### src/rtl/i2cm_pkg.sv
// ----------------------------------------------------------------------------
// i2cm_pkg
// Shared types and constants for the I2C master byte engine.
// ----------------------------------------------------------------------------
`default_nettype none

package i2cm_pkg;

    localparam int BITS_PER_BYTE = 8;

    // Reset values of the timing registers
    localparam logic [7:0] LONG_PHASE_RST  = 8'd4;
    localparam logic [7:0] SHORT_PHASE_RST = 8'd2;
    localparam logic [7:0] ACK_SAMPLE_RST  = 8'd1;

    // One timing tick as seen by the sequencer
    typedef struct packed {
        logic       cmd_valid;
        logic [2:0] req_type;
        logic [7:0] tx_byte;
        logic       sda_in;
    } tick_t;

    // One result transaction
    typedef struct packed {
        logic       scl_out;
        logic       sda_out;
        logic       busy_res;
        logic       done_res;
        logic [7:0] rx_byte;
        logic       ack_in;
        logic       rejected;
    } res_t;

    // Timing configuration handed to the sequencer
    typedef struct packed {
        logic [7:0] long_phase_ticks;
        logic [7:0] short_phase_ticks;
        logic [7:0] ack_sample_ticks;
    } cfg_t;

endpackage

`default_nettype wire

### src/rtl/i2cm_if.sv
// ----------------------------------------------------------------------------
// i2cm_if
// Valid/ready channel interfaces for tick input and result output.
// ----------------------------------------------------------------------------
`default_nettype none

interface i2cm_tick_if;
    logic       valid;
    logic       ready;
    logic       cmd_valid;
    logic [2:0] req_type;
    logic [7:0] tx_byte;
    logic       sda_in;

    modport source (output valid, cmd_valid, req_type, tx_byte, sda_in, input ready);
    modport sink   (input valid, cmd_valid, req_type, tx_byte, sda_in, output ready);
endinterface

interface i2cm_res_if;
    logic       valid;
    logic       ready;
    logic       scl_out;
    logic       sda_out;
    logic       busy_res;
    logic       done_res;
    logic [7:0] rx_byte;
    logic       ack_in;
    logic       rejected;

    modport source (output valid, scl_out, sda_out, busy_res, done_res, rx_byte, ack_in,
                    rejected, input ready);
    modport sink   (input valid, scl_out, sda_out, busy_res, done_res, rx_byte, ack_in,
                    rejected, output ready);
endinterface

`default_nettype wire

### src/rtl/i2cm_cfg.sv
// ----------------------------------------------------------------------------
// i2cm_cfg
// APB register file holding the bus phase timing.
// ----------------------------------------------------------------------------
`default_nettype none

module i2cm_cfg (
    input  wire logic           clk,
    input  wire logic           rst_n,
    input  wire logic           psel,
    input  wire logic           penable,
    input  wire logic           pwrite,
    input  wire logic [3:0]     paddr,
    input  wire logic [31:0]    pwdata,
    output logic      [31:0]    prdata,
    output logic                pready,
    output i2cm_pkg::cfg_t      cfg
);
    import i2cm_pkg::*;

    localparam logic [1:0] REG_LONG  = 2'd0;
    localparam logic [1:0] REG_SHORT = 2'd1;
    localparam logic [1:0] REG_ACK   = 2'd2;

    logic [7:0] long_reg;
    logic [7:0] short_reg;
    logic [7:0] ack_reg;
    logic       wr_en;

    assign pready = 1'b1;
    assign wr_en  = psel && penable && pwrite;

    always_ff @(posedge clk or negedge rst_n)
    begin
        if (!rst_n)
        begin
            long_reg  <= LONG_PHASE_RST;
            short_reg <= SHORT_PHASE_RST;
            ack_reg   <= ACK_SAMPLE_RST;
        end
        else if (wr_en)
        begin
            unique case (paddr[3:2])
                REG_LONG:  long_reg  <= pwdata[7:0];
                REG_SHORT: short_reg <= pwdata[7:0];
                REG_ACK:   ack_reg   <= pwdata[7:0];
                default:   ;
            endcase
        end
    end

    always_comb
    begin
        unique case (paddr[3:2])
            REG_LONG:  prdata = {24'd0, long_reg};
            REG_SHORT: prdata = {24'd0, short_reg};
            REG_ACK:   prdata = {24'd0, ack_reg};
            default:   prdata = 32'd0;
        endcase
    end

    assign cfg.long_phase_ticks  = long_reg;
    assign cfg.short_phase_ticks = short_reg;
    assign cfg.ack_sample_ticks  = ack_reg;

endmodule

`default_nettype wire

### src/rtl/i2cm_seq.sv
// ----------------------------------------------------------------------------
// i2cm_seq
// Bus phase sequencer: advances one tick per step and forms the result.
// ----------------------------------------------------------------------------
`default_nettype none

module i2cm_seq (
    input  wire logic           clk,
    input  wire logic           rst_n,
    input  wire logic           step_en,
    input  i2cm_pkg::tick_t     tick,
    input  i2cm_pkg::cfg_t      cfg,
    output i2cm_pkg::res_t      res_next
);
    import i2cm_pkg::*;

    localparam logic [2:0] REQ_START   = 3'd0;
    localparam logic [2:0] REQ_STOP    = 3'd1;
    localparam logic [2:0] REQ_WRITE   = 3'd2;
    localparam logic [2:0] REQ_RD_ACK  = 3'd3;
    localparam logic [2:0] REQ_RD_NACK = 3'd4;

    localparam logic [3:0] BIT_LAST = 4'(BITS_PER_BYTE);

    typedef enum logic [15:0] {
        PH_IDLE    = 16'h0001,
        PH_START_A = 16'h0002,
        PH_START_B = 16'h0004,
        PH_STOP_A  = 16'h0008,
        PH_STOP_B  = 16'h0010,
        PH_STOP_C  = 16'h0020,
        PH_W_SETUP = 16'h0040,
        PH_W_HIGH  = 16'h0080,
        PH_W_GAP   = 16'h0100,
        PH_K_SETUP = 16'h0200,
        PH_K_PRE   = 16'h0400,
        PH_K_POST  = 16'h0800,
        PH_R_LOW   = 16'h1000,
        PH_R_HIGH  = 16'h2000,
        PH_A_LOW   = 16'h4000,
        PH_A_HIGH  = 16'h8000
    } phase_t;

    phase_t     phase_reg,   phase_next;
    logic [2:0] cmd_reg,     cmd_next;
    logic [3:0] bit_cnt_reg, bit_cnt_next;
    logic [7:0] tick_cnt_reg, tick_cnt_next;
    logic [7:0] shreg_reg,   shreg_next;
    logic       scl_reg,     scl_next;
    logic       sda_reg,     sda_next;
    logic       ack_reg,     ack_next;
    logic [7:0] rx_reg,      rx_next;
    logic       done;
    logic       rej;
    logic [7:0] long_load;
    logic [7:0] short_load;
    logic [3:0] bit_inc;

    // A zero phase length behaves as one tick; load value is length minus one
    assign long_load  = (cfg.long_phase_ticks  == 8'd0) ? 8'd0 : cfg.long_phase_ticks  - 8'd1;
    assign short_load = (cfg.short_phase_ticks == 8'd0) ? 8'd0 : cfg.short_phase_ticks - 8'd1;
    assign bit_inc    = bit_cnt_reg + 4'd1;

    always_comb
    begin
        phase_next    = phase_reg;
        cmd_next      = cmd_reg;
        bit_cnt_next  = bit_cnt_reg;
        tick_cnt_next = tick_cnt_reg;
        shreg_next    = shreg_reg;
        scl_next      = scl_reg;
        sda_next      = sda_reg;
        ack_next      = ack_reg;
        rx_next       = rx_reg;
        done          = 1'b0;
        rej           = 1'b0;

        if (phase_reg != PH_IDLE)
        begin
            rej = tick.cmd_valid;
            if (tick_cnt_reg != 8'd0)
            begin
                tick_cnt_next = tick_cnt_reg - 8'd1;
            end
            else
            begin
                unique case (phase_reg)
                    PH_START_A:
                    begin
                        sda_next      = 1'b0;
                        phase_next    = PH_START_B;
                        tick_cnt_next = long_load;
                    end
                    PH_START_B:
                    begin
                        scl_next   = 1'b0;
                        phase_next = PH_IDLE;
                        done       = 1'b1;
                    end
                    PH_STOP_A:
                    begin
                        scl_next      = 1'b1;
                        phase_next    = PH_STOP_B;
                        tick_cnt_next = long_load;
                    end
                    PH_STOP_B:
                    begin
                        sda_next      = 1'b1;
                        phase_next    = PH_STOP_C;
                        tick_cnt_next = long_load;
                    end
                    PH_W_SETUP:
                    begin
                        scl_next      = 1'b1;
                        phase_next    = PH_W_HIGH;
                        tick_cnt_next = long_load;
                    end
                    PH_W_HIGH:
                    begin
                        scl_next      = 1'b0;
                        phase_next    = PH_W_GAP;
                        tick_cnt_next = short_load;
                    end
                    PH_W_GAP:
                    begin
                        bit_cnt_next = bit_inc;
                        if (bit_inc < BIT_LAST)
                        begin
                            sda_next      = shreg_reg[7];
                            shreg_next    = {shreg_reg[6:0], 1'b0};
                            scl_next      = 1'b0;
                            phase_next    = PH_W_SETUP;
                            tick_cnt_next = long_load;
                        end
                        else
                        begin
                            sda_next      = 1'b1;
                            phase_next    = PH_K_SETUP;
                            tick_cnt_next = long_load;
                        end
                    end
                    PH_K_SETUP:
                    begin
                        scl_next = 1'b1;
                        if (cfg.ack_sample_ticks == 8'd0)
                        begin
                            ack_next      = tick.sda_in;
                            phase_next    = PH_K_POST;
                            tick_cnt_next = long_load;
                        end
                        else
                        begin
                            phase_next    = PH_K_PRE;
                            tick_cnt_next = cfg.ack_sample_ticks - 8'd1;
                        end
                    end
                    PH_K_PRE:
                    begin
                        ack_next      = tick.sda_in;
                        phase_next    = PH_K_POST;
                        tick_cnt_next = long_load;
                    end
                    PH_K_POST:
                    begin
                        scl_next   = 1'b0;
                        phase_next = PH_IDLE;
                        done       = 1'b1;
                    end
                    PH_R_LOW:
                    begin
                        scl_next      = 1'b1;
                        shreg_next    = {shreg_reg[6:0], tick.sda_in};
                        phase_next    = PH_R_HIGH;
                        tick_cnt_next = long_load;
                    end
                    PH_R_HIGH:
                    begin
                        scl_next     = 1'b0;
                        bit_cnt_next = bit_inc;
                        if (bit_inc < BIT_LAST)
                        begin
                            sda_next      = 1'b1;
                            phase_next    = PH_R_LOW;
                            tick_cnt_next = long_load;
                        end
                        else
                        begin
                            rx_next       = shreg_reg;
                            sda_next      = (cmd_reg == REQ_RD_NACK);
                            phase_next    = PH_A_LOW;
                            tick_cnt_next = short_load;
                        end
                    end
                    PH_A_LOW:
                    begin
                        scl_next      = 1'b1;
                        phase_next    = PH_A_HIGH;
                        tick_cnt_next = short_load;
                    end
                    PH_A_HIGH:
                    begin
                        scl_next   = 1'b0;
                        phase_next = PH_IDLE;
                        done       = 1'b1;
                    end
                    // end of stop, and any code outside the phase set
                    default:
                    begin
                        phase_next    = PH_IDLE;
                        tick_cnt_next = 8'd0;
                        done          = 1'b1;
                    end
                endcase
            end
        end
        else if (tick.cmd_valid)
        begin
            unique case (tick.req_type) inside
                REQ_START:
                begin
                    cmd_next      = tick.req_type;
                    bit_cnt_next  = 4'd0;
                    scl_next      = 1'b1;
                    sda_next      = 1'b1;
                    phase_next    = PH_START_A;
                    tick_cnt_next = long_load;
                end
                REQ_STOP:
                begin
                    cmd_next      = tick.req_type;
                    bit_cnt_next  = 4'd0;
                    scl_next      = 1'b0;
                    sda_next      = 1'b0;
                    phase_next    = PH_STOP_A;
                    tick_cnt_next = long_load;
                end
                REQ_WRITE:
                begin
                    cmd_next      = tick.req_type;
                    bit_cnt_next  = 4'd0;
                    sda_next      = tick.tx_byte[7];
                    shreg_next    = {tick.tx_byte[6:0], 1'b0};
                    scl_next      = 1'b0;
                    phase_next    = PH_W_SETUP;
                    tick_cnt_next = long_load;
                end
                REQ_RD_ACK, REQ_RD_NACK:
                begin
                    cmd_next      = tick.req_type;
                    bit_cnt_next  = 4'd0;
                    shreg_next    = 8'd0;
                    scl_next      = 1'b0;
                    sda_next      = 1'b1;
                    phase_next    = PH_R_LOW;
                    tick_cnt_next = long_load;
                end
                default: rej = 1'b1;
            endcase
        end
    end

    always_ff @(posedge clk or negedge rst_n)
    begin
        if (!rst_n)
        begin
            phase_reg    <= PH_IDLE;
            cmd_reg      <= 3'd0;
            bit_cnt_reg  <= 4'd0;
            tick_cnt_reg <= 8'd0;
            shreg_reg    <= 8'd0;
            scl_reg      <= 1'b1;
            sda_reg      <= 1'b1;
            ack_reg      <= 1'b0;
            rx_reg       <= 8'd0;
        end
        else if (step_en)
        begin
            phase_reg    <= phase_next;
            cmd_reg      <= cmd_next;
            bit_cnt_reg  <= bit_cnt_next;
            tick_cnt_reg <= tick_cnt_next;
            shreg_reg    <= shreg_next;
            scl_reg      <= scl_next;
            sda_reg      <= sda_next;
            ack_reg      <= ack_next;
            rx_reg       <= rx_next;
        end
    end

    assign res_next.scl_out  = scl_next;
    assign res_next.sda_out  = sda_next;
    assign res_next.busy_res = (phase_next != PH_IDLE);
    assign res_next.done_res = done;
    assign res_next.rx_byte  = rx_next;
    assign res_next.ack_in   = ack_next;
    assign res_next.rejected = rej;

endmodule

`default_nettype wire

### src/rtl/i2c_master_byte_engine.sv
// Path: an accepted tick transaction goes through the input register, then the
//   sequencer step, into the result register, from which it can leave.
// Throughput: one tick per clock; a tick is taken while a result waits,
//   as long as the input register is free or the result register drains.
// Reset (rst_n, async, low): pipeline empty, bus lines released, sequencer
//   idle, timing registers back to 4 / 2 / 1 ticks.
// ----------------------------------------------------------------------------
// i2c_master_byte_engine
// Byte-level I2C master: start, stop, write and read byte, one tick per step.
// ----------------------------------------------------------------------------
`default_nettype none

module i2c_master_byte_engine (
    input  wire logic           clk,
    input  wire logic           rst_n,
    i2cm_tick_if.sink           cmd,
    i2cm_res_if.source          result,
    input  wire logic           psel,
    input  wire logic           penable,
    input  wire logic           pwrite,
    input  wire logic [3:0]     paddr,
    input  wire logic [31:0]    pwdata,
    output logic      [31:0]    prdata,
    output logic                pready
);
    import i2cm_pkg::*;

    cfg_t  cfg;
    tick_t tick_in;
    tick_t tick_reg;
    res_t  res_next;
    res_t  res_reg;
    logic  in_vld_reg;
    logic  out_vld_reg;
    logic  adv;       // pipeline moves: result register is free or draining
    logic  step_en;   // sequencer consumes the held tick this cycle

    // Timing registers
    i2cm_cfg u_cfg (
        .clk     (clk),
        .rst_n   (rst_n),
        .psel    (psel),
        .penable (penable),
        .pwrite  (pwrite),
        .paddr   (paddr),
        .pwdata  (pwdata),
        .prdata  (prdata),
        .pready  (pready),
        .cfg     (cfg)
    );

    // Flow control: the result register parts the two sides, so the input
    // stage still takes a tick into an empty input register while a result is unread.
    assign adv       = !out_vld_reg || result.ready;
    assign step_en   = adv && in_vld_reg;
    assign cmd.ready = !in_vld_reg || adv;

    assign tick_in.cmd_valid = cmd.cmd_valid;
    assign tick_in.req_type  = cmd.req_type;
    assign tick_in.tx_byte   = cmd.tx_byte;
    assign tick_in.sda_in    = cmd.sda_in;

    // Input register
    always_ff @(posedge clk or negedge rst_n)
    begin
        if (!rst_n)
        begin
            in_vld_reg <= 1'b0;
        end
        else if (cmd.ready)
        begin
            in_vld_reg <= cmd.valid;
        end
    end

    always_ff @(posedge clk)
    begin
        if (cmd.valid && cmd.ready)
        begin
            tick_reg <= tick_in;
        end
    end

    // Sequencer: state advances only when the held tick moves into the
    // result register, so stalls never skip or repeat a tick.
    i2cm_seq u_seq (
        .clk      (clk),
        .rst_n    (rst_n),
        .step_en  (step_en),
        .tick     (tick_reg),
        .cfg      (cfg),
        .res_next (res_next)
    );

    // Result register
    always_ff @(posedge clk or negedge rst_n)
    begin
        if (!rst_n)
        begin
            out_vld_reg <= 1'b0;
        end
        else if (adv)
        begin
            out_vld_reg <= in_vld_reg;
        end
    end

    always_ff @(posedge clk)
    begin
        if (step_en)
        begin
            res_reg <= res_next;
        end
    end

    assign result.valid    = out_vld_reg;
    assign result.scl_out  = res_reg.scl_out;
    assign result.sda_out  = res_reg.sda_out;
    assign result.busy_res = res_reg.busy_res;
    assign result.done_res = res_reg.done_res;
    assign result.rx_byte  = res_reg.rx_byte;
    assign result.ack_in   = res_reg.ack_in;
    assign result.rejected = res_reg.rejected;

endmodule

`default_nettype wire

### src/flat_wrapper.sv
// flat-port wrapper written by rule: the top's interface ports become plain ports
module i2c_master_byte_engine_flat import i2cm_pkg::*;
  (clk, rst_n, psel, penable, pwrite, paddr, pwdata, prdata, pready, cmd_valid, cmd_cmd_valid, cmd_req_type, cmd_tx_byte, cmd_sda_in, cmd_ready, result_valid, result_scl_out, result_sda_out, result_busy_res, result_done_res, result_rx_byte, result_ack_in, result_rejected, result_ready);
  i2cm_tick_if cmd_i ();
  i2cm_res_if result_i ();
  input  wire logic clk;
  input  wire logic rst_n;
  input  wire logic psel;
  input  wire logic penable;
  input  wire logic pwrite;
  input  wire logic [3:0] paddr;
  input  wire logic [31:0] pwdata;
  output logic      [31:0] prdata;
  output logic pready;
  input wire logic [$bits(cmd_i.valid)-1:0] cmd_valid;
  input wire logic [$bits(cmd_i.cmd_valid)-1:0] cmd_cmd_valid;
  input wire logic [$bits(cmd_i.req_type)-1:0] cmd_req_type;
  input wire logic [$bits(cmd_i.tx_byte)-1:0] cmd_tx_byte;
  input wire logic [$bits(cmd_i.sda_in)-1:0] cmd_sda_in;
  output wire logic [$bits(cmd_i.ready)-1:0] cmd_ready;
  output wire logic [$bits(result_i.valid)-1:0] result_valid;
  output wire logic [$bits(result_i.scl_out)-1:0] result_scl_out;
  output wire logic [$bits(result_i.sda_out)-1:0] result_sda_out;
  output wire logic [$bits(result_i.busy_res)-1:0] result_busy_res;
  output wire logic [$bits(result_i.done_res)-1:0] result_done_res;
  output wire logic [$bits(result_i.rx_byte)-1:0] result_rx_byte;
  output wire logic [$bits(result_i.ack_in)-1:0] result_ack_in;
  output wire logic [$bits(result_i.rejected)-1:0] result_rejected;
  input wire logic [$bits(result_i.ready)-1:0] result_ready;
  assign cmd_i.valid = cmd_valid;
  assign cmd_i.cmd_valid = cmd_cmd_valid;
  assign cmd_i.req_type = cmd_req_type;
  assign cmd_i.tx_byte = cmd_tx_byte;
  assign cmd_i.sda_in = cmd_sda_in;
  assign cmd_ready = cmd_i.ready;
  assign result_valid = result_i.valid;
  assign result_scl_out = result_i.scl_out;
  assign result_sda_out = result_i.sda_out;
  assign result_busy_res = result_i.busy_res;
  assign result_done_res = result_i.done_res;
  assign result_rx_byte = result_i.rx_byte;
  assign result_ack_in = result_i.ack_in;
  assign result_rejected = result_i.rejected;
  assign result_i.ready = result_ready;
  i2c_master_byte_engine u_core (.clk(clk), .rst_n(rst_n), .cmd(cmd_i), .result(result_i), .psel(psel), .penable(penable), .pwrite(pwrite), .paddr(paddr), .pwdata(pwdata), .prdata(prdata), .pready(pready));
endmodule
### config.mk
export PLATFORM = sky130hd
export DESIGN_NAME = i2c_master_byte_engine_flat
export DESIGN_NICKNAME = d
export VERILOG_FILES = /design/src/rtl/i2cm_pkg.sv /design/src/rtl/i2cm_if.sv /design/src/rtl/i2cm_cfg.sv /design/src/rtl/i2cm_seq.sv /design/src/rtl/i2c_master_byte_engine.sv /design/src/flat_wrapper.sv
export SDC_FILE = /design/constraint.sdc
export NUM_CORES = 1
export LEC_CHECK = 0
export ABC_AREA = 1
export BUFFER_PORTS_ARGS = -buffer_cell sky130_fd_sc_hd__buf_2
export CAP_MARGIN = 25
export CORE_ASPECT_RATIO = 1.1
export CORE_UTILIZATION = 52
export DETAILED_ROUTE_END_ITERATION = 8
export PLACE_DENSITY = 0.82
export SETUP_SLACK_MARGIN = 0.4
export SKIP_CTS_REPAIR_TIMING = 1
export SYNTH_ARGS = -nofsm -noshare
export SYNTH_HDL_FRONTEND = slang
export SYNTH_HIERARCHICAL = 1
export SYNTH_SLANG_ARGS = --single-unit
### constraint.sdc
create_clock -name clk -period 2.5 [get_ports clk]
set_input_delay 0.625 -clock clk [delete_from_list [all_inputs] [get_ports clk]]
set_output_delay 0.625 -clock clk [all_outputs]
set_load 0.1 [all_outputs]
==> impl_results.md <==
- Slew margin rel.: 44.8%
- Worst Skew: approximately 0.0078 ns
- Max reg flops: 16
- Hold Path Class: input port to asynchronous set/reset pin
- Antenna viol nets, final: 0
- Final period util: between 80% and 90%
- Post-Synthesis Cell Area: ~6600 um^2
- GPL Wtd Cong: approximately 0.93
- Clock Tree Root: clkbuf_16
- Setup ws final: 0.283 ns
- Synth warn: 6
- All-layer global routing usage: between 20% and 30%
- Synth area leaders: dfrtp_1, nand2_1, edfxtp_1
- Power Density: approximately 930 nW/um^2
- Die height: roughly 120 um
- Setup crit start kind: register
- Post-synth ARST share: 73.8%
- Slew @ Worst Pin: between 0.8 and 0.9 ns
- IO Pins: approximately 110
- Post-synth top area cell: dfrtp_1
- Final Hold Fails: 0
- RSZ-0062 raised after global routing: yes
- Number of synthesized flops with an enable pin: 27
- Top FF cell, synth: dfrtp_1
- DPL Wire Length: roughly 12000 um
- Syn Area/Cell: 7.46 um^2
- Critical path arrival: between 2 and 2.5 ns
- Crit-path max FO: 5
- Leading cell types in the layout, fill and taps excluded: nand2_1, inv_1, nor2_1
- Commonest non-fill, non-tap cell in the layout: nand2_1
- Vias in the first global route: between 5000 and 6000
- IO Port Bufs: 53
- CP Capture Type: register
- Routed length per placed instance: 15.9 um
- Largest net degree at the start of global routing: between 60 and 70
- Die Wd: around 110 um
- Area taken by multi-input logic gates: between 3000 and 4000 um^2
- Sequential cell area: 2730 um^2
- TritonCTS Buffers: 9
- H-tree Lvls: 3
- Sequential area share after synthesis: about 41%
- First-pass GRT wire length: 26200 um
- Hold WS: around 0.35 ns
- Count of pins over their slew limit: 0
- Core footprint: roughly 12000 um^2
- CTS sink cnt: around 100
- Yosys reg bits: about 100
- Final min period: 2.22 ns
- R2R setup slack: roughly 0.28 ns
- Initial antenna violation count: 0
- Number of cells on the worst reg-to-reg path: 11
- Layout cell share with drive strength beyond 1: 25.7%
- Area share of the largest cell type after synthesis: about a quarter
- Vias per inst: 5.61
- WL final: 18000 um
- CTS tree: yes
- Critical R2R Capture: u_core/result.busy_res
- # setup viols final: 0
- Critical Path RT: 2.59 ns
- Syn Inst Count: 888
- Clk pin slew, worst setup/hold paths: ~0.080 ns
- Status: finished, final reports clean
- Setup CP Type: register to register
- TNS Setup: 0 ns
- # fillers: roughly 1000
- Layout Nets: roughly 1000
- Maximum clock frequency: roughly 450 MHz
- Row Count: 42
- Area Overhead vs Synth: 21.8%
- Ant. Diodes: 0
- Max Root-Sink Buffers: 2
- Pre-CTS setup slack: 0.182 ns
- First-pass detailed-route iteration total: 5
- Max VDD drop: around 0.64 mV
- DRT iter0 DRCs: between 500 and 600
- DRC viols: 0
- Clk_lat worst skew: roughly 0.37 ns
- Reg2reg start: u_core/u_seq/phase_reg[10]
- Max Cap Viol: 0
- Leakage power: 0.00392 uW
- Vias post-DR: between 6000 and 7000
- GRT Residual Overflow: 0
- Die area: 13200 um^2
- Initial core utilization: between 50% and 60%
- Synth cell types: between 40 and 50
cells in the mapped netlist (5+ instances only):
library cell / number
o21ai_0: 35
dfrtp_1: 70
o22ai_2: 7
inv_1: 86
clkbuf_1: 6
dfstp_2: 6
xnor2_1: 7
xor2_1: 7
nor3_1: 11
a31oi_1: 5
nand3_1: 68
edfxtp_1: 27
nor2_1: 76
buf_4: 31
inv_2: 11
nand2_4: 6
nand4_1: 9
nand2_2: 11
o21a_1: 8
ha_1: 7
o21ai_2: 11
nand2_1: 298
a21oi_1: 20
o21ai_1: 8
o22ai_1: 9
nor2_2: 13
report_power, final:
group	switching, uW	leakage (uW)	total, uW	internal, uW
clock network	677	0.000144	1490	815
registers	314	0.00123	2340	2030
logic	2420	0.00254	3640	1220
logic make-up (layout without fill, tap and decap cells):
family                     after synthesis  in the layout  share of synthesized area [%]
AOI/OAI and AO/OA                      112            112                           11.2
xor gates and xnor gates                14             14                           1.85
adders and majority gates                7              7                           1.32
buffers and inverters                  142            213                           10.2
DFF                                    103            103                           41.1
other                                    2             25                          0.113
and+or+nand+nor                        508            510                           34.3
worst max-delay path by stage:
| stage | startpoint | endpoint |
|---|---|---|
| after floorplan | u_core/u_seq/tick_cnt_reg[0] | u_core/result.busy_res |
| after global placement | u_core/u_seq/tick_cnt_reg[0] | u_core/result.busy_res |
| final | u_core/u_seq/phase_reg[10] | u_core/result.busy_res |
| after CTS | u_core/u_seq/tick_cnt_reg[0] | u_core/result.busy_res |
| after detailed placement | u_core/u_seq/tick_cnt_reg[0] | u_core/result.busy_res |
| after global routing | u_core/u_seq/phase_reg[10] | u_core/result.busy_res |
layout make-up:
| class | count | share of cell area, % |
|---|---|---|
| Inverter | 99 | 4.95 |
| Clock buffer | 11 | 3.01 |
| Sequential cell | 103 | 33.8 |
| Multi-Input combinational cell | 668 | 45.6 |
| Clock inverter | 5 | 0.807 |
| Tap cell | 154 | 2.39 |
| Timing Repair Buffer | 98 | 9.40 |
per-stage QoR:
step                power, uW  utilization (%)  std cells  area [um^2]
finish                   7470             65.9       1138         8070
floorplan                4620                -        911         6780
CTS                      6710             60.6       1099         7420
global placement         5170             58.1       1083         7110
detailed placement       5230             58.1       1083         7110
global route             7870             65.9       1138         8070
worst max-delay path, cell delays in order, from the launching register on:
cell and delay, ns:
dfrtp_2 0.47, nor2_4 0.18, nand2_4 0.11, nor2_8 0.14
buf_4 0.16, nand2_8 0.06, nand2_8 0.09, inv_6 0.06
a22oi_2 0.25, nand2_1 0.10, nor2_1 0.19, nand4_1 0.13
per-layer routing:
| layer | GRT usage, % | part of all wire (%) | up-vias |
|---|---|---|---|
| li1 | - | - | 2999 |
| met1 | 34.3 | 39 | 2946 |
| met2 | 41.4 | 48 | 360 |
| met3 | 5.82 | 8.4 | 82 |
| met4 | 10.1 | 4.2 | 0 |
| met5 | 0 | 0 | - |
Note: power is estimated with default switching activity, not from simulation.
